$ cat src/hw/rtl/lsd_pkg.sv
`default_nettype none
package lsd_pkg;

   // Fixed field widths
   localparam int KEY_W      = 31;
   localparam int TAG_W      = 16;
   localparam int DIG_W      = 4;
   localparam int RADIX      = 10;
   localparam int MAX_DIGITS = 10;

   // Divide by ten: (q * RECIP_10) >> RECIP_SHIFT, exact for any 32-bit q
   localparam logic [31:0] RECIP_10    = 32'hCCCC_CCCD;
   localparam int          RECIP_SHIFT = 35;
   localparam int          PROD_W      = KEY_W + 32;

   typedef logic [KEY_W-1:0] key_type;

   localparam key_type POW10 [MAX_DIGITS] = '{
      31'd1, 31'd10, 31'd100, 31'd1000, 31'd10000, 31'd100000, 31'd1000000,
      31'd10000000, 31'd100000000, 31'd1000000000
   };

   typedef struct packed {
      logic [KEY_W-1:0] sort_key;
      logic [TAG_W-1:0] record_tag;
      logic             is_last;
   } req_type;

   typedef struct packed {
      logic [KEY_W-1:0] sorted_key;
      logic [TAG_W-1:0] sorted_tag;
      logic             end_of_run;
   } rsp_type;

   typedef enum logic [2:0] {
      ST_LOAD,
      ST_COUNT,
      ST_PREFIX,
      ST_SCATTER,
      ST_EMIT_RD,
      ST_EMIT_LD
   } state_type;

   // Bucket counter commands
   typedef struct packed {
      logic             clear;
      logic             bump;
      logic             scan;
      logic [DIG_W-1:0] sel;
   } bkt_ctl_type;

   // Decimal digit count of a key; zero counts as one digit
   function automatic logic [DIG_W-1:0] digits_of(key_type k);
      logic [DIG_W-1:0] d;
      d = DIG_W'(1);
      for (int n = 1; n < MAX_DIGITS; n++) begin
         if (k >= POW10[n]) d = d + DIG_W'(1);
      end
      return d;
   endfunction

endpackage
`default_nettype wire

$ cat src/hw/rtl/lsd_digit.sv
`default_nettype none
module lsd_digit #(
   parameter int PW = 1
) (
   input  wire logic                           clock,
   input  wire logic                           reset,
   input  wire logic                           in_valid,
   input  wire logic [lsd_pkg::KEY_W-1:0]      in_q,
   input  wire logic [PW-1:0]                  in_pay,
   output logic                                out_valid,
   output logic      [lsd_pkg::DIG_W-1:0]      out_digit,
   output logic      [lsd_pkg::KEY_W-1:0]      out_q,
   output logic      [PW-1:0]                  out_pay
);

   localparam int QW = lsd_pkg::PROD_W - lsd_pkg::RECIP_SHIFT;

   logic [lsd_pkg::PROD_W-1:0] prod_in, prod_ff;
   logic [lsd_pkg::KEY_W-1:0]  q_ff;
   logic [PW-1:0]              pay_ff;
   logic                       valid_ff;
   logic [QW-1:0]              quot;

   // Reciprocal multiply, registered before the digit is formed
   assign prod_in = lsd_pkg::PROD_W'(in_q) * lsd_pkg::PROD_W'(lsd_pkg::RECIP_10);

   always_ff @(posedge clock) begin
      if (reset) begin
         valid_ff <= 1'b0;
      end else begin
         valid_ff <= in_valid;
      end
      prod_ff <= prod_in;
      q_ff    <= in_q;
      pay_ff  <= in_pay;
   end

   // digit = q - 10*(q/10); only the low four bits matter
   assign quot      = prod_ff[lsd_pkg::PROD_W-1:lsd_pkg::RECIP_SHIFT];
   assign out_digit = q_ff[3:0] - {quot[0], 3'b000} - {quot[2:0], 1'b0};
   assign out_q     = lsd_pkg::KEY_W'(quot);
   assign out_pay   = pay_ff;
   assign out_valid = valid_ff;

endmodule
`default_nettype wire

$ cat config.mk
export PLATFORM = sky130hd
export DESIGN_NAME = lsd_digit
export DESIGN_NICKNAME = d
export VERILOG_FILES = /design/src/hw/rtl/lsd_pkg.sv /design/src/hw/rtl/lsd_digit.sv
export SDC_FILE = /design/constraint.sdc
export NUM_CORES = 1
export LEC_CHECK = 0
export BUFFER_PORTS_ARGS = -buffer_cell sky130_fd_sc_hd__buf_2
export CAP_MARGIN = 20
export CORE_ASPECT_RATIO = 1.1
export CORE_MARGIN = 3
export CORE_UTILIZATION = 36
export DETAILED_ROUTE_END_ITERATION = 7
export GPL_TIMING_DRIVEN = 1
export PLACE_DENSITY_LB_ADDON = 0.15
export SKIP_LAST_GASP = 1
export SLEW_MARGIN = 20
export SYNTH_ARGS = -nofsm -noshare
export SYNTH_HDL_FRONTEND = slang
export SYNTH_SLANG_ARGS = --single-unit
$ cat constraint.sdc
create_clock -name clock -period 11.3 [get_ports clock]
set_clock_uncertainty 0.2 [all_clocks]
set_input_delay 1.13 -clock clock [delete_from_list [all_inputs] [get_ports clock]]
set_output_delay 1.13 -clock clock [all_outputs]
set_load 0.005 [all_outputs]
==> impl_metrics.yaml <==
outcome:
  outcome: "finished, final reports clean"
synthesis:
  netlist_instances: 1314
  synth_seq_cells: 34
  synth-edff-count: 0
  synth_compound_area_share_pct: 9.42
  yosysSeqAreaShare_pct: 5.25
  synth_top_family_by_area: "adder cells"
  syn_avg_cell_area_sq_um: 9.87
  ys_warn_count: 0
  synth-simple-area-share_pct: 4.84
  synthArstFlopShare_pct: 0
  synth_cell_types: 54
  synthTopCellsByArea: "fa_1 36%, ha_1 30%, inv_1 9.6%"
  synthAdderAreaFrac_pct: 65.2
  yosys_most_used_dff: "dfxtp_1"
  synth_top_area_share_pct: 35.5
  synth.area.mux_share_pct: 0.0772
  synth_area_leader_cell: "fa_1"
  syn_area_sq_um: 13000
  synthXorXnorAreaFrac_pct: 3.58
critical_path:
  critPathKind: "input pin to register"
  critPathRequiredTime_ps: 11240
  startpoint: "in_q[7]"
  cpPeakStageDelay_ps: 710
  path_cells: "buf_2 -> ha_1 -> fa_1 -> fa_1 -> inv_1 -> fa_1 -> fa_1 -> inv_1 -> fa_1 -> fa_1 -> inv_1 -> fa_1 -> inv_1 -> ha_1 -> nand4_1 -> nor3_1 -> nand2_1 -> o31a_1 -> o22ai_1 -> o31ai_2 -> o311ai_0 -> xnor2_1"
  arrival_ps: 8330
  crit_path_start_kind: "input pin"
  cp_common_cell: "fa_1"
  crit_family: "adder cells"
  slowest_stage: "fa_1"
  endpoint_kind: "register"
  crit_path_max_fanout: 6
  path_buf_inv: 5
  crit_cells: 22
placed_design:
  dpl.hpwl_microns: 30500
  place_area_sq_um: 13700
  io_buffers: 68
  routabilityCongestion: 0.889
cts:
  postCtsSetupRepairBufs: 0
  cts_sinks: 34
  cts_hold_buf: 0
  cts_resized: 0
  cts_tree: "built"
  clk_path_buf_depth: 2
  path_clk_slew_ps: 60
  cts-root-buf: "clkbuf_16"
  h-tree-depth: 2
  cts_made_buffers: 5
routing:
  vias: 8712
  viasPerCell: 4.74
  drtIter0Drc: 398
  first_pass_iters: 5
  wl_microns: 32900
  wire_per_inst_microns: 17.9
  drc: 0
  postRouteAntennaNets: 0
grt:
  gr-usage-all-layers_pct: 18.3
  grt_busiest_layer: "met2"
  gr-usage-met1_pct: 23.5
  grt_use_met2_pct: 33.3
  antenna_found_initial: 0
  grt_max_degree: 13
  grt_pass1_wl_microns: 54100
  grt_overflow_total: 0
  gr-usage-met3_pct: 1.92
  grt_pass1_vias: 9877
sta:
  setup_violations: 0
  worst_slew_pin_slew_ps: 764
  finalMaxSlewViolations: 0
  tns_ps: 0
  min_period_ps: 8380
  slew_headroom_pct: 49.1
  max_clock_freq_ghz: 0.119
  grt_setup_unrepaired: "false"
  timing_hold_violations_final: 0
  fin_crit_sh_pct: 74.2
floorplan:
  dieHeight_microns: 205
  start_util_pct: 36.7
  rows: 72
  die_x_microns: 187
  core-area_sq_um: 35300
  die_area_sq_um: 38300
  pin_count: 72
finish:
  final_util_pct: 39.3
  final_common_cell: "inv_1"
  drive_above_1_share_pct: 6.64
  diodes: 0
  final_nets: 1928
  final_cell_mix: "332 x inv_1, 308 x ha_1, 230 x fa_1, 68 x buf_2, 62 x a21oi_1"
  syn2layout_area_growth_pct: 6.89
  final_area_sq_um: 13900
min_path:
  hp-start: "in_pay"
  hold_class: "input pin to register"
  hold_end: "out_pay$_DFF_P_"
  worstHoldPathCells: 1
run:
  cap_violations: 0
## metrics by stage
step	hold WS, ps	setup WS, ps	cells
2_1_floorplan	958	3880	1316
3_3_place_gp	1030	2740	1829
3_5_place_dp	1040	2740	1829
4_1_cts	741	3010	1837
5_1_grt	734	2750	1837
6_report	749	2920	1837
## per-layer routing
layer  vias up  wire length (microns)
li1       4268                      -
met1      4260                  14900
met2       148                  16400
met3        36                    813
met4         0                    781
met5         -                      0
## cell families after synthesis
| kind of cell | after synthesis |
|---|---|
| AOI/OAI and AO/OA | 187 |
| adders and majority gates | 538 |
| other | 1 |
| buffers and inverters | 369 |
| xor gates and xnor gates | 53 |
| DFF | 34 |
| and+or+nand+nor | 131 |
| muxes | 1 |
## state kept, by name, indices dropped and copies added, names as in the netlist
register and cells:
q_ff 4, prod_ff 28, out_valid 1, out_pay 1
## worst max path at each step
stage,endpoint
floorplan,prod_ff[59]$_DFF_P_
global placement,prod_ff[56]$_DFF_P_
detailed placement,prod_ff[56]$_DFF_P_
CTS,prod_ff[56]$_DFF_P_
global route,prod_ff[62]$_DFF_P_
finish,prod_ff[56]$_DFF_P_
## Yosys cell counts (all sizes together) (2+ instances only)
master	count
inv	332
ha	308
fa	230
a21oi	63
nand2	43
o21ai	38
xnor2	36
dfxtp	34
a21o	33
buf	33
nor2	25
xor2	17
nand4	15
o21bai	14
and3	11
nand3	10
a211oi	7
nor2b	7
nor3	7
o211ai	6
a31oi	5
clkbuf	4
a221oi	3
and2	3
nand2b	3
nor4	3
o21a	3
o31ai	3
or2	3
a2111oi	2
## final cells by class
cell class              instances  area, sq um
repair buffers                 69          348
flip-flops and latches         34          681
clock buffers                   5          125
fillers                      3627        21500
inverters                     332         1250
clock inverters                 3         68.8
multi-input cells             913        10800
well taps                     481          602
Power is left out: the tool's default activity adds up to more than one toggle a clock period on the data nets, which glitch-free logic cannot reach.
