## src/hw/rtl/lsd_ram.sv

```systemverilog
`default_nettype none
module lsd_ram #(
   parameter int WIDTH = 8,
   parameter int DEPTH = 16
) (
   input  wire logic                                    clock,
   input  wire logic                                    we,
   input  wire logic [((DEPTH > 1) ? $clog2(DEPTH) : 1)-1:0] waddr,
   input  wire logic [WIDTH-1:0]                        wdata,
   input  wire logic                                    re,
   input  wire logic [((DEPTH > 1) ? $clog2(DEPTH) : 1)-1:0] raddr,
   output logic      [WIDTH-1:0]                        rdata
);

   logic [WIDTH-1:0] mem_ff [DEPTH];
   logic [WIDTH-1:0] rdata_ff;

   // One write port, one registered read port; read data holds while re is low
   always_ff @(posedge clock) begin
      if (we) mem_ff[waddr] <= wdata;
      if (re) rdata_ff <= mem_ff[raddr];
   end

   assign rdata = rdata_ff;

endmodule
`default_nettype wire

```

## config.mk

```make
export PLATFORM = sky130hd
export DESIGN_NAME = lsd_ram
export DESIGN_NICKNAME = d
export VERILOG_FILES = /design/src/hw/rtl/lsd_ram.sv
export SDC_FILE = /design/constraint.sdc
export NUM_CORES = 1
export LEC_CHECK = 0
export BUFFER_PORTS_ARGS = -buffer_cell sky130_fd_sc_hd__clkbuf_2
export CAP_MARGIN = 20
export CELL_PAD_IN_SITES_DETAIL_PLACEMENT = 1
export CELL_PAD_IN_SITES_GLOBAL_PLACEMENT = 2
export CORE_AREA = 4 4 113 115
export CTS_CLUSTER_SIZE = 20
export DETAILED_ROUTE_END_ITERATION = 10
export DIE_AREA = 0 0 117 119
export PLACE_DENSITY = 0.84
export SYNTH_ARGS = -nofsm -noshare
export SYNTH_HDL_FRONTEND = slang
export SYNTH_SLANG_ARGS = --single-unit
```

## constraint.sdc

```tcl
create_clock -name clock -period 3.44 [get_ports clock]
set_input_delay 0.86 -clock clock [delete_from_list [all_inputs] [get_ports clock]]
set_output_delay 0.86 -clock clock [all_outputs]
set_load 0.02 [all_outputs]
```

==> results of run 1 <==
-- logic make-up after synthesis --
kind of cell | count (synthesis) | synth area share
muxes | 32 | 0.1479
buffers and inverters | 10 | 0.01651
and+or+nand+nor | 35 | 0.03136
DFF | 136 | 0.7812
AOI/OAI and AO/OA | 16 | 0.02298
-- critical path: stages --
cell and delay [ns]:
sky130_fd_sc_hd__clkbuf_2 0.11, sky130_fd_sc_hd__buf_12 0.26, sky130_fd_sc_hd__mux4_1 0.59, sky130_fd_sc_hd__a22oi_1 0.25, sky130_fd_sc_hd__nand2_1 0.13
-- cell usage after synthesis --
| master | n | area [µm²] |
|---|---|---|
| sky130_fd_sc_hd__nand3_1 | 1 | 5.000 |
| sky130_fd_sc_hd__nor3_1 | 4 | 20.02 |
| sky130_fd_sc_hd__nor2_1 | 13 | 48.80 |
| sky130_fd_sc_hd__and2_1 | 1 | 6.260 |
| sky130_fd_sc_hd__edfxtp_1 | 136 | 4084 |
| sky130_fd_sc_hd__buf_2 | 3 | 15.01 |
| sky130_fd_sc_hd__buf_4 | 1 | 7.510 |
| sky130_fd_sc_hd__a22oi_1 | 16 | 120.1 |
| sky130_fd_sc_hd__nand2b_1 | 2 | 12.51 |
| sky130_fd_sc_hd__and2b_1 | 1 | 7.510 |
| sky130_fd_sc_hd__buf_6 | 3 | 33.78 |
| sky130_fd_sc_hd__nand3b_1 | 2 | 15.01 |
| sky130_fd_sc_hd__clkdlybuf4s25_2 | 3 | 30.03 |
| sky130_fd_sc_hd__nor2b_1 | 1 | 6.260 |
| sky130_fd_sc_hd__or3b_2 | 1 | 8.760 |
| sky130_fd_sc_hd__nand2_1 | 9 | 33.78 |
| sky130_fd_sc_hd__mux4_2 | 18 | 405.4 |
| sky130_fd_sc_hd__mux4_1 | 14 | 367.9 |
-- layout make-up --
| class | count | area (µm²) |
|---|---|---|
| Clock buffer | 20 | 436.7 |
| Fill cell | 1049 | 5700 |
| Timing Repair Buffer | 36 | 217.7 |
| Sequential cell | 136 | 4084 |
| Multi-Input combinational cell | 83 | 1057 |
| Clock inverter | 11 | 131.4 |
| Tap cell | 147 | 183.9 |
-- metal layers --
metal  up-vias  part of all wire  wire length, µm  GRT usage
met1      1276              0.44             4574     0.2145
met3        15             0.041              427    0.05335
met5         -                 0                0          0
met4         0             0.021              219    0.06022
met2        66              0.50             5177     0.2511
li1       1074                 -                -          -
-- worst paths after layout --
kind                start       end  slack [ns]  cells past startpoint
max              raddr[0]  rdata[0]        1.37                      5
min          mem_ff[7][2]  rdata[2]        0.77                      3
max reg2reg  mem_ff[1][0]  rdata[0]        1.93                      3
min reg2reg  mem_ff[7][2]  rdata[2]        0.77                      3
-- through the flow --
step,instances,util
detailed placement,402,0.4693
CTS,433,0.5174
floorplan,229,-
global route,433,0.5174
finish,433,0.5174
global placement,402,0.4693
-- placed cells by master (no fill, tap or decap), drive strengths merged --
cell / count
a22oi: 16
and2: 1
and2b: 1
buf: 10
bufinv: 3
clkbuf: 46
clkinv: 6
clkinvlp: 2
edfxtp: 136
mux4: 32
nand2: 9
nand2b: 2
nand3: 1
nand3b: 2
nor2: 13
nor2b: 1
nor3: 4
or3b: 1
-- registers in the layout, indices dropped and copies added (netlist names) --
signal,count
mem_ff,128
rdata,8
-- report_power, final --
group | switching (mW) | leakage (nW) | total, mW | internal (mW)
Clock | 0.637 | 0.272 | 1.76 | 1.12
Combinational | 0.105 | 0.535 | 0.174 | 0.0689
Sequential | 0.0104 | 1.24 | 1.88 | 1.87
Total | 0.752 | 2.04 | 3.81 | 3.06
==> results.md, run 1 <==
• **CP arrival** 2.21 ns
• **post-placement setup slack** 0.8980 ns
• **number of buffers added by the clock tree synthesis step** 17
• **hold_ws** 0.7709 ns
• **setup repair after global routing missed its margin** false
• **Finish-stage setup viols** 0
• **count of buffers added by post-CTS timing repair for setup** 0
• **ratio of cells with drive above 1 in the final layout** 0.2797
• **first-pass GRT wire length** 15920 µm
• **mean cell area of the mapped netlist** 22.83 µm²
• **Placeable Area** 11810 µm²
• **post-detail-place hpwl** 6903 µm
• **maximum count of clock buffers along a single path** 2
• **area of all placed cells without fillers** 6111 µm²
• **synthesized flop and latch total** 136
• **leakage power total** 2.043 nW
• **CTS Sinks** 136
• **max frequency** 483.8 MHz
• **total number of nets in the final design** 293
• **wire length per cell** 24.02 µm
• **max-slew headroom at the worst pin** 0.3716
• **Layout Skew** 0.009623 ns
• **vias in the first global route** 2619
• **Final Slew Violations** 0
• **Startpoint Class** input port
• **clk slew on worst S/H paths** 0.06 ns
• **DRC Markers** 0
• **Initial DRT Pass Iterations** 5
• **latest clock arrival within the worst-skew pair** 0.41 ns
• **Max H-tree Level** 4
• **Inserted Diodes** 0
• **TritonCTS clock tree** done
• **Top Ports** 27
• **height of the die** 119 µm
• **std cell rows** 40
• **total congestion overflow after global routing** 0
• **total via count in the routed design** 2431
• **Period minus WS final** 2.067 ns
• **Die ar.** 13920 µm²
• **status** complete, no violations
• **classification of the worst-slack hold path** register to register
• **cell at the root of the clock tree** sky130_fd_sc_hd__clkbuf_16
• **count of buffers from port buffering** 26
• **sequential fraction of the synthesis area** 0.7812
• **largest net degree at the start of global routing** 33
• **slew at the pin closest to its max-slew limit** 0.9392 ns
• **Initial DRC Count** 167
• **cells after synthesis** 229
• **global placement routability congestion** 0.7458
• **maximum net fanout on the critical path** 32
• **category of the critical setup timing path** input port to register
• **number of hold violations in the final report** 0
• **yosys synthesis warning count** 0
• **placement-stage cell area** 5543 µm²
• **power per unit of standard cell area** 623.7 nW/µm²
• **# hold bufs at CTS** 0
• **summed instance area of the synthesized netlist** 5228 µm²
• **Initial Utilization** 0.4426
• **Worst IR Drop VDD** 0.0003068 V
• **post-route total power** 3.811 mW
• **Die Wd** 117 µm
• **final critical-path setup slack** 1.373 ns
• **endpoint required time on the critical path** 3.59 ns
• **syn_nets** 248
• **Critical Path Sink Type** register
• **Syn-to-layout area delta** 16.90%
• **overall routing resource usage** 0.1623
• **post-route ant nets** 0
• **Cell variety after synth** 18
• **fraction of the cycle the final worst path needs** 0.6008
• **Final TNS setup** 0 ns
• **quantity of gates resized following cts** 0
• **routed vias/inst** 5.614
• **Max-cap violations** 0
• **post-detailed-routing wire length** 10400 µm
• **antenna violations before repair** 0
(Power assumes the default switching activity.)
==> run 2: changes to the inputs <==
Settings changed: CORE_AREA 4 4 113 115 to 4 4 116 118, DIE_AREA 0 0 117 119 to 0 0 120 122.
Clock period 3.44 ns to 1.89 ns, I/O delays scaled along.
==> results.md, run 2 (synthesis gave the netlist of run 1 again) <==
• **status** complete, no violations
• **quantity of gates resized following cts** 0
• **Max H-tree Level** 4
• **area used by sequential logic in the layout** 4084 µm²
• **TritonCTS clock tree** done
• **worst hold endpoint** rdata[4]
• **Top Ports** 27
• **Initial DRT Pass Iterations** 4
• **slew at the pin closest to its max-slew limit** 0.4594 ns
• **routed vias/inst** 5.357
• **max frequency** 605.2 MHz
• **global placement routability congestion** 0.7173
• **number of flip-flops under the largest register name** 128
• **Die Wd** 120 µm
• **CTS Sinks** 136
• **vias in the first global route** 2845
• **Layout Skew** 0.009084 ns
• **cell at the root of the clock tree** sky130_fd_sc_hd__clkbuf_16
• **max-slew headroom at the worst pin** 0.6937
• **category of the critical setup timing path** input port to register
• **area of all placed cells without fillers** 6377 µm²
• **post-detailed-routing wire length** 11880 µm
• **Initial Utilization** 0.4194
• **height of the die** 122 µm
• **fraction of the cycle the final worst path needs** 0.8742
• **area used by multi-input combinational logic** 1062 µm²
• **peak per-stage delay on the critical path** 0.60 ns
• **CP cell instances** clkbuf_2, buf_12, mux4_1, a22oi_1, nand2_1
• **placement-stage cell area** 5697 µm²
• **# hold bufs at CTS** 0
• **hold_ws** 0.4779 ns
• **latest clock arrival within the worst-skew pair** 0.41 ns
• **Critical Path Sink Type** register
• **count of buffers from port buffering** 26
• **endpoint required time on the critical path** 2.04 ns
• **Initial DRC Count** 233
• **Worst R2R End** rdata[1]
• **origin of the worst min-delay path** re
• **number of fill cells** 1109
• **count of buffers added by post-CTS timing repair for setup** 0
• **leading cell type in the layout, fill and taps excluded** sky130_fd_sc_hd__edfxtp_1
• **Syn-to-layout area delta** 22.00%
• **Startpoint Class** input port
• **Placeable Area** 12470 µm²
• **power per unit of standard cell area** 1184 nW/µm²
• **total number of nets in the final design** 307
• **classification of the worst-slack hold path** input port to register
• **Inserted Diodes** 0
• **total congestion overflow after global routing** 0
• **maximum net fanout on the critical path** 21
• **antenna violations before repair** 0
• **number of hold violations in the final report** 0
• **largest net degree at the start of global routing** 22
• **clk slew on worst S/H paths** 0.06 ns
• **Critical-path top delay cell** sky130_fd_sc_hd__mux4_1
• **number of buffers added by the clock tree synthesis step** 17
• **total via count in the routed design** 2534
• **number of cells on the worst reg-to-reg path** 3
• **setup repair after global routing missed its margin** false
• **wire length per cell** 25.11 µm
• **Max-cap violations** 0
• **Finish-stage setup viols** 0
• **overall routing resource usage** 0.1767
• **std cell rows** 41
• **post-route ant nets** 0
• **first-pass GRT wire length** 18110 µm
• **CP arrival** 1.80 ns
• **register name with the most flops** mem_ff
• **Hold Path Stages** 1
• **Worst IR Drop VDD** 0.0005985 V
• **Reg2Reg Launch Point** mem_ff[1][1]
• **leakage power total** 2.175 nW
• **maximum count of clock buffers along a single path** 2
• **commonest cells after routing, fill and taps aside** 136 x sky130_fd_sc_hd__edfxtp_1, 26 x sky130_fd_sc_hd__clkbuf_2, 22 x sky130_fd_sc_hd__buf_4, 18 x sky130_fd_sc_hd__mux4_2, 17 x sky130_fd_sc_hd__clkbuf_16
• **ratio of cells with drive above 1 in the final layout** 0.3289
• **Die ar.** 14640 µm²
• **post-route total power** 7.549 mW
• **R2R setup slack** 0.34 ns
• **Period minus WS final** 1.652 ns
• **Final Slew Violations** 0
• **post-detail-place hpwl** 7653 µm
• **DRC Markers** 0
==> run 2: cell count changes in the layout (fill, tap and decap cells not counted) <==
cell / previous run / this run
sky130_fd_sc_hd__nor3_2: 0 / 1
sky130_fd_sc_hd__buf_4: 9 / 22
sky130_fd_sc_hd__clkinv_2: 3 / 2
sky130_fd_sc_hd__buf_12: 1 / 2
sky130_fd_sc_hd__clkinv_4: 0 / 1
sky130_fd_sc_hd__clkbuf_1: 3 / 0
sky130_fd_sc_hd__bufinv_16: 3 / 7
sky130_fd_sc_hd__nor3_1: 4 / 3
==> run 2: worst max-delay path: cells and delay by family <==
family          cells  cell delay, ns
compound gates      1            0.28
buf+inv             2            0.33
mux                 1            0.60
simple gates        1            0.10
==> run 2: metrics by stage <==
step	std cells	util	setup slack [ns]	setup TNS (ns)
after CTS	473	0.5116	0.2200	0
final	473	0.5116	0.2378	0
after detailed placement	441	0.4570	-0.1889	-0.9884
after floorplan	229	-	0.1351	0
after global placement	441	0.4570	-0.1462	-0.7975
after global routing	473	0.5116	0.1770	0
==> run 2: cell type report <==
cell class | instances | area share
Multi-Input combinational cell | 83 | 0.1666
Timing Repair Buffer | 50 | 0.05258
Clock buffer | 17 | 0.06671
Tap cell | 172 | 0.03375
Clock inverter | 15 | 0.04002
Sequential cell | 136 | 0.6404
==> run 2: routing by layer <==
layer  track usage  wire length (µm)  up-vias
met2        0.2922              6170       66
met3       0.05246               519        7
met4       0.05440               101        0
met1        0.2276              5087     1364
met5             0                 0        -
li1              -                 -     1097
==> run 2: worst max path at each step <==
stage	from	to
global route	raddr[0]	rdata[1]
detailed placement	raddr[0]	rdata[1]
CTS	raddr[0]	rdata[1]
finish	raddr[0]	rdata[1]
global placement	raddr[0]	rdata[2]
floorplan	raddr[0]	rdata[1]
==> run 2: report_power, final <==
group | internal [mW] | switching, mW
clock network | 2.59 | 1.19
registers | 3.40 | 0.0215
logic | 0.139 | 0.207
total | 6.13 | 1.42
