===== src/hw/rtl/lsd_pkg.sv =====
`default_nettype none
package lsd_pkg;

   // Fixed field widths
   localparam int KEY_W      = 31;
   localparam int TAG_W      = 16;
   localparam int DIG_W      = 4;
   localparam int RADIX      = 10;
   localparam int MAX_DIGITS = 10;

   // Divide by ten: (q * RECIP_10) >> RECIP_SHIFT, exact for any 32-bit q
   localparam logic [31:0] RECIP_10    = 32'hCCCC_CCCD;
   localparam int          RECIP_SHIFT = 35;
   localparam int          PROD_W      = KEY_W + 32;

   typedef logic [KEY_W-1:0] key_type;

   localparam key_type POW10 [MAX_DIGITS] = '{
      31'd1, 31'd10, 31'd100, 31'd1000, 31'd10000, 31'd100000, 31'd1000000,
      31'd10000000, 31'd100000000, 31'd1000000000
   };

   typedef struct packed {
      logic [KEY_W-1:0] sort_key;
      logic [TAG_W-1:0] record_tag;
      logic             is_last;
   } req_type;

   typedef struct packed {
      logic [KEY_W-1:0] sorted_key;
      logic [TAG_W-1:0] sorted_tag;
      logic             end_of_run;
   } rsp_type;

   typedef enum logic [2:0] {
      ST_LOAD,
      ST_COUNT,
      ST_PREFIX,
      ST_SCATTER,
      ST_EMIT_RD,
      ST_EMIT_LD
   } state_type;

   // Bucket counter commands
   typedef struct packed {
      logic             clear;
      logic             bump;
      logic             scan;
      logic [DIG_W-1:0] sel;
   } bkt_ctl_type;

   // Decimal digit count of a key; zero counts as one digit
   function automatic logic [DIG_W-1:0] digits_of(key_type k);
      logic [DIG_W-1:0] d;
      d = DIG_W'(1);
      for (int n = 1; n < MAX_DIGITS; n++) begin
         if (k >= POW10[n]) d = d + DIG_W'(1);
      end
      return d;
   endfunction

endpackage
`default_nettype wire


===== src/hw/rtl/lsd_bucket.sv =====
`default_nettype none
module lsd_bucket #(
   parameter int CW = 7
) (
   input  wire logic                 clock,
   input  wire logic                 reset,
   input  wire lsd_pkg::bkt_ctl_type ctl,
   output logic      [CW-1:0]        start_val
);

   logic [CW-1:0] count_ff [lsd_pkg::RADIX];
   logic [CW-1:0] count_in [lsd_pkg::RADIX];
   logic [CW-1:0] acc_ff, acc_in;

   // Current count (or start slot after the scan) of the selected bucket
   always_comb begin
      start_val = '0;
      for (int b = 0; b < lsd_pkg::RADIX; b++) begin
         if (ctl.sel == lsd_pkg::DIG_W'(b)) start_val = count_ff[b];
      end
   end

   // Clear, count up, or turn counts into start slots one bucket a cycle
   always_comb begin
      acc_in = acc_ff;
      for (int b = 0; b < lsd_pkg::RADIX; b++) count_in[b] = count_ff[b];
      if (ctl.clear) begin
         acc_in = '0;
         for (int b = 0; b < lsd_pkg::RADIX; b++) count_in[b] = '0;
      end else if (ctl.bump) begin
         for (int b = 0; b < lsd_pkg::RADIX; b++) begin
            if (ctl.sel == lsd_pkg::DIG_W'(b)) count_in[b] = count_ff[b] + CW'(1);
         end
      end else if (ctl.scan) begin
         for (int b = 0; b < lsd_pkg::RADIX; b++) begin
            if (ctl.sel == lsd_pkg::DIG_W'(b)) begin
               count_in[b] = acc_ff;
               acc_in      = acc_ff + count_ff[b];
            end
         end
      end
   end

   always_ff @(posedge clock) begin
      if (reset) begin
         acc_ff <= '0;
         for (int b = 0; b < lsd_pkg::RADIX; b++) count_ff[b] <= '0;
      end else begin
         acc_ff <= acc_in;
         for (int b = 0; b < lsd_pkg::RADIX; b++) count_ff[b] <= count_in[b];
      end
   end

endmodule
`default_nettype wire


===== config.mk =====
export PLATFORM = sky130hd
export DESIGN_NAME = lsd_bucket
export DESIGN_NICKNAME = d
export VERILOG_FILES = /design/src/hw/rtl/lsd_pkg.sv /design/src/hw/rtl/lsd_bucket.sv
export SDC_FILE = /design/constraint.sdc
export NUM_CORES = 1
export LEC_CHECK = 0
export BUFFER_PORTS_ARGS = -buffer_cell sky130_fd_sc_hd__buf_2
export CORE_MARGIN = 2
export CORE_UTILIZATION = 60
export DETAILED_ROUTE_END_ITERATION = 8
export PLACE_DENSITY_LB_ADDON = 0.08
export SLEW_MARGIN = 10
export SYNTH_ARGS = -nofsm -noshare
export SYNTH_HDL_FRONTEND = slang
export SYNTH_SLANG_ARGS = --single-unit

===== constraint.sdc =====
create_clock -name clock -period 3.3 [get_ports clock]
set_input_delay 0.165 -clock clock [delete_from_list [all_inputs] [get_ports clock]]
set_output_delay 0.165 -clock clock [all_outputs]
set_load 0.03 [all_outputs]

==> run_results.csv, run 1 <==
group,metric,value,unit
die,die-height,101,um
die,io_pins,16,
final_layout,finalNonFillerCells,925,
pwr,p_leak,2.03,nW
sta,clock_skew,13.4,ps
final_layout,nets,836,
synth,synth_top_area_share,27.3,%
synth,synthFlopType,"dfxtp_1",
cts,tritoncts,"built",
hold_path,hold_end,"acc_ff[5]",
sta,maxSlewViolCount,0,
die,die_area,10200,um^2
final_layout,antenna_cells,0,
worst_setup_path,crit_path_end_kind,"flip-flop",
worst_setup_path,worstPathRequired,3560,ps
sta,max_slew_margin,49.8,%
grt,track_usage,38.3,%
route,via_per_inst,6.81,
worst_setup_path,worstReg2RegStart,"count_ff[2][2]",
cts,cts_made_buffers,9,
final_layout,final_core_util,67.1,%
sta,finalHoldViolCount,0,
grt,grt_pass1_vias,5750,
worst_setup_path,criticalPathCategory,"reg -> reg",
placement,io_buffers,15,
synth,yosysWarnings,0,
route,ant_nets,0,
synth,synth_area_leaders,"dfxtp_1 (27%), o21ai_0 (11%), a21oi_1 (9.1%), nand2_1 (7.8%), ha_1 (3.8%)",
hold_path,whs_path_depth,4,
die,start_util,61.5,%
synth,syn_inst,808,
synth,syn_nets,835,
route,drt_wl_total,19000,um
pwr,switchingPower,0.571,mW
worst_setup_path,cp.arrival,3350,ps
pwr,power.share.clock,46.1,%
cts,clock_sinks,77,
pwr,power.density,365,nW/um^2
worst_setup_path,cp-start-kind,"flip-flop",
grt,grt_max_degree,41,
grt,grt_overflow,0,
pwr,p_int,1.68,mW
synth,yosysSeqAreaShare,27.3,%
worst_setup_path,critical_path.top_delay_family,"compound AO/OA/AOI/OAI gates",
final_layout,final_common_cell,"o21ai_0",
cts,cts.repair.resized,0,
hold_path,worstHoldPathType,"in -> reg",
die,core,9200,um^2
pwr,peakVddDrop,0.240,mV
cts,clk_path_buf_depth,2,
die,die_w,101,um
final_layout,syn2layout_area_growth,9.14,%
sta,period_minus_slack,3100,ps
final_layout,n_fill_cell,828,
worst_setup_path,timing.critical_path.slowest_stage_cell,"dfxtp_1",
synth,synth_area_leader_cell,"dfxtp_1",
route,drt_iter0_markers,604,
placement,place_congestion,1.04,
sta,clock.fmax,323,MHz
pwr,switching_share,25.4,%
final_layout,layout_common_cells,"o21ai_0 (122), nand2_1 (118), a21oi_1 (103)",
grt,antenna_found_initial,0,
placement,dp_hpwl,13700,um
sta,setup_tns,0,ps
final_layout,layout-drive-gt1-share,12.5,%
synth,synth-seq-cells,77,
cts,cts_setup_buffers,0,
cts,worstSkewPairLatency,360,ps
sta,worst_slew_pin_slew,751,ps
sta,setup_viol,0,
cts,clk_pin_slew,90,ps
worst_setup_path,critPathMaxFanout,5,
route,dr.pass1.iters,6,
job,maxCapViolations,0,
route,wl_per_cell,20.5,um
worst_setup_path,slowest_delay,430,ps
route,vias,6301,
worst_setup_path,crit_chain,"inv_1 > o21ai_0 > o21ai_0 > o32a_1 > o22a_1 > o21ai_1 > ha_1 > a211oi_2 > o21bai_1 > a21o_1 > nor2_1 > a211oi_1 > a31o_1",
hold_path,worstHoldStart,"reset",
worst_setup_path,cp.buffers_inverters,1,
worst_setup_path,reg2reg_to,"acc_ff[6]",
sta,fin_crit_sh,93.8,%
pwr,seqPwrFrac,41.6,%
worst_setup_path,rr_worst_depth,13,
placement,dp.cells,909,
sta,rsz0062_at_grt,"false",
cts,clock_tree.htree_level_count,3,
synth,synth.distinct_cells,56,
cts,ctsHoldBuffers,0,
grt,grt_pass1_wl,30400,um
pwr,combPwrFrac,12.4,%
cts,cts_root_buffer,"clkbuf_8",
synth,syn_avg_cell_area,7.00,um^2
synth,synth-edff-count,0,
die,rows,35,
worst_setup_path,cpMostUsedCell,"o21ai_0",
run_status,status,"complete, no violations",
worst_setup_path,r2r_setup_slack,200,ps
synth,synth.cell_area,5660,um^2
route,drt_drc_violations_left,0,
synth,synthArstFlopShare,0,%
[how the worst max path moves through the flow]
stage / slack [ps] / to / cells after the start / from
2_1_floorplan: 400 / acc_ff[6] / 14 / ctl[0]
4_1_cts: 250 / acc_ff[6] / 13 / count_ff[2][2]
3_5_place_dp: 110 / acc_ff[6] / 14 / ctl[2]
6_report: 200 / acc_ff[6] / 13 / count_ff[2][2]
5_1_grt: 30 / acc_ff[6] / 13 / count_ff[2][2]
3_3_place_gp: 170 / acc_ff[6] / 15 / ctl[1]
[worst min-delay path: stages]
cell	delay, ps
buf_2	80
nor2_1	60
nand4_1	80
nand3_1	70
[metal layers]
metal,GRT usage [%],wire length [um],vias to the layer above
li1,-,-,2943
met1,50.5,7830,2997
met2,60.5,8820,291
met3,8.53,1520,70
met4,15.7,782,0
met5,0,0,-
[logic make-up (layout without fill, tap and decap cells)]
| group | after synthesis | in the layout | share of synthesized area (%) |
|---|---|---|---|
| buf+inv | 67 | 73 | 5.18 |
| flops | 77 | 77 | 27.3 |
| xor+xnor | 3 | 3 | 0.465 |
| mux | 7 | 7 | 2.37 |
| compound gates | 320 | 320 | 33.4 |
| simple gates | 316 | 316 | 27.3 |
| fa+ha+maj | 18 | 18 | 4.11 |
[per-stage QoR]
stage / cell area, um^2 / setup slack, ps / power [mW] / hold slack [ps]
after detailed placement: 5880 / 109 / 1.23 / 482
final: 6170 / 203 / 2.25 / 143
after global placement: 5880 / 168 / 1.22 / 473
after floorplan: 5660 / 401 / 1.15 / 391
after CTS: 6170 / 246 / 2.25 / 143
after global routing: 6170 / 34.3 / 2.32 / 163
[flip-flops by register name, summed over array words and instances (netlist names)]
signal,count
count_ff,70
acc_ff,7
[cell usage after synthesis (all sizes together), types with 2 or more instances]
cell and number:
buf 25, nor2b 21, o22a 5, nor3b 9, nor4 15, inv 10
a31oi 6, a21o 9, a311oi 5, mux4 5, xnor2 2, nor2 55
nor3 41, nand2b 7, o21a 5, o22ai 5, or2 10, a22oi 22
nand2 118, ha 17, o32a 6, and3b 2, a211oi 14, a21oi 104
clkbuf 32, o21bai 4, o21ai 127, dfxtp 77, a21bo 2, and3 9
nand3 25
[layout make-up]
class / instances / area (um^2) / area share (%)
Tap cell: 111 / 139 / 2.25
Multi-Input combinational cell: 664 / 3830 / 62.0
Sequential cell: 77 / 1540 / 25.0
Inverter: 10 / 37.5 / 0.608
Clock buffer: 10 / 128 / 2.07
Clock inverter: 6 / 159 / 2.57
Timing Repair Buffer: 47 / 340 / 5.51
[power by group through the flow]
stage | sequential [mW] | combinational (mW) | clock, mW
after floorplan | 0.956 | 0.195 | 0
after global placement | 0.958 | 0.263 | 0
after detailed placement | 0.958 | 0.269 | 0
after CTS | 0.936 | 0.271 | 1.04
after global routing | 0.937 | 0.301 | 1.08
final | 0.936 | 0.278 | 1.04
Note: power is estimated with default switching activity, not from simulation.
==> run 2, diff against run 1 <==
Settings changed: CORE_UTILIZATION 60 to 64.
==> run_results.csv, run 2 (synthesis gave the netlist of run 1 again) <==
group,metric,value,unit
grt,grt_max_degree,43,
grt,grt.busiest_layer,"met2",
run_status,status,"complete, no violations",
final_layout,largest_register,"count_ff",
placement,dp_hpwl,13700,um
placement,dpl-instance-area,5870,um^2
cts,ctsHoldBuffers,0,
final_layout,syn2layout_area_growth,7.19,%
cts,cts_setup_buffers,0,
worst_setup_path,criticalPathCategory,"reg -> reg",
sta,period_minus_slack,3020,ps
grt,grt.met2_usage,63.5,%
placement,place_congestion,1.01,
pwr,power.share.clock,36.7,%
cts,cts.repair.resized,0,
grt,use_met1,51.3,%
pwr,finalPower,1.92,mW
cts,clk_path_buf_depth,2,
route,drt_drc_violations_left,0,
grt,antenna_found_initial,0,
pwr,p_leak,1.97,nW
worst_setup_path,critPathMaxFanout,6,
die,start_util,65.5,%
grt,track_usage,39.5,%
die,core,8640,um^2
hold_path,worstHoldPathType,"in -> reg",
grt,met3_usage,8.52,%
grt,grt_overflow,0,
worst_setup_path,crit_chain,"nor4_1 > o21a_1 > o32a_1 > o22a_1 > o21ai_1 > ha_1 > fa_1 > a211oi_2 > o21bai_1 > a21o_1 > o311a_1 > a211oi_1 > a31o_1",
final_layout,antenna_cells,0,
die,die_w,98.0,um
final_layout,layout-drive-gt1-share,12.5,%
worst_setup_path,cp-start-kind,"flip-flop",
final_layout,post-route-cell-area,6060,um^2
die,die-height,98.0,um
sta,max_slew_margin,42.0,%
worst_setup_path,timing.critical_path.slowest_stage_cell,"fa_1",
cts,clock_sinks,77,
worst_setup_path,slowest_delay,440,ps
route,wl_per_cell,20.7,um
pwr,p_int,1.34,mW
final_layout,largest_register_ffs,70,
worst_setup_path,cp.arrival,3340,ps
pwr,seqPwrFrac,48.8,%
final_layout,layout_common_cells,"o21ai_0 (122), nand2_1 (118), a21oi_1 (103)",
worst_setup_path,crit_path_end_kind,"flip-flop",
grt,grt_pass1_wl,30200,um
final_layout,multi_input_comb_area,3830,um^2
sta,whs,151,ps
die,die_area,9610,um^2
sta,clock.fmax,331,MHz
route,drt_iter0_markers,663,
cts,clock_tree.htree_level_count,3,
route,dr.pass1.iters,6,
pwr,switchingPower,0.578,mW
grt,grt_pass1_vias,5679,
cts,cts_root_buffer,"clkbuf_8",
placement,io_buffers,15,
route,vias,6306,
pwr,power.density,316,nW/um^2
final_layout,top_regs,"count_ff (70), acc_ff (7)",
die,rows,34,
sta,maxSlewViolCount,0,
job,maxCapViolations,0,
final_layout,ff_latch_area,1540,um^2
cts,clk_pin_slew,100,ps
pwr,combPwrFrac,14.5,%
cts,cts_made_buffers,9,
sta,finalHoldViolCount,0,
die,io_pins,16,
sta,rsz0062_at_grt,"false",
cts,worstSkewPairLatency,370,ps
worst_setup_path,r2r_setup_slack,280,ps
sta,clock_skew,16.3,ps
worst_setup_path,worstPathRequired,3620,ps
pwr,peakVddDrop,0.263,mV
route,drt_wl_total,19100,um
final_layout,final_common_cell,"o21ai_0",
cts,tritoncts,"built",
final_layout,final_core_util,70.2,%
route,ant_nets,0,
final_layout,n_fill_cell,750,
sta,worst_slew_pin_slew,868,ps
route,via_per_inst,6.83,
sta,fin_crit_sh,91.6,%
pwr,switching_share,30.1,%
sta,setup_tns,0,ps
sta,setup_viol,0,
final_layout,nets,837,
[run 2: cell count changes in the layout (fill, tap and decap cells not counted), moves of 2 or more]
cell / change
clkbuf_8: +2
buf_4: +2
clkinvlp_4: +3
bufinv_16: -5
[run 2: power groups by stage]
| stage | clock network (mW) | logic (mW) | registers, mW |
|---|---|---|---|
| 2_1_floorplan | 0 | 0.195 | 0.956 |
| 3_5_place_dp | 0 | 0.268 | 0.958 |
| 4_1_cts | 0.701 | 0.270 | 0.936 |
| 3_3_place_gp | 0 | 0.265 | 0.958 |
| 6_report | 0.703 | 0.278 | 0.937 |
| 5_1_grt | 0.736 | 0.297 | 0.937 |
[run 2: final timing paths]
path | startpoint | to | depth (start not counted)
setup / recovery | count_ff[1][0] | acc_ff[6] | 13
hold / removal | reset | acc_ff[5] | 4
setup reg to reg | count_ff[1][0] | acc_ff[6] | 13
hold reg to reg | count_ff[5][6] | count_ff[5][6] | 2
[run 2: routing by layer]
metal	routed length (um)	vias up	part of all wire (%)
met3	1820	56	9.5
met2	8900	341	47
li1	-	2946	-
met1	7630	2963	40
met4	759	0	4.0
met5	0	-	0
[run 2: worst max-delay path: cells and delay by family (launching register included)]
| kind | cells | cell delay (ps) |
|---|---|---|
| and+or+nand+nor | 1 | 350 |
| DFF | 1 | 380 |
| AOI/OAI and AO/OA | 10 | 1600 |
| adders and majority gates | 2 | 660 |
[run 2: layout make-up]
class,count,area share [%]
Multi-Input combinational cell,664,63.1
Sequential cell,77,25.4
Inverter,10,0.619
Timing Repair Buffer,48,5.53
Tap cell,108,2.23
Clock inverter,4,0.516
Clock buffer,12,2.56
[run 2: stage by stage]
stage	setup WS (ps)	instances
floorplan	401	808
detailed placement	65.7	907
finish	276	923
global placement	175	907
CTS	198	923
global route	94.0	923
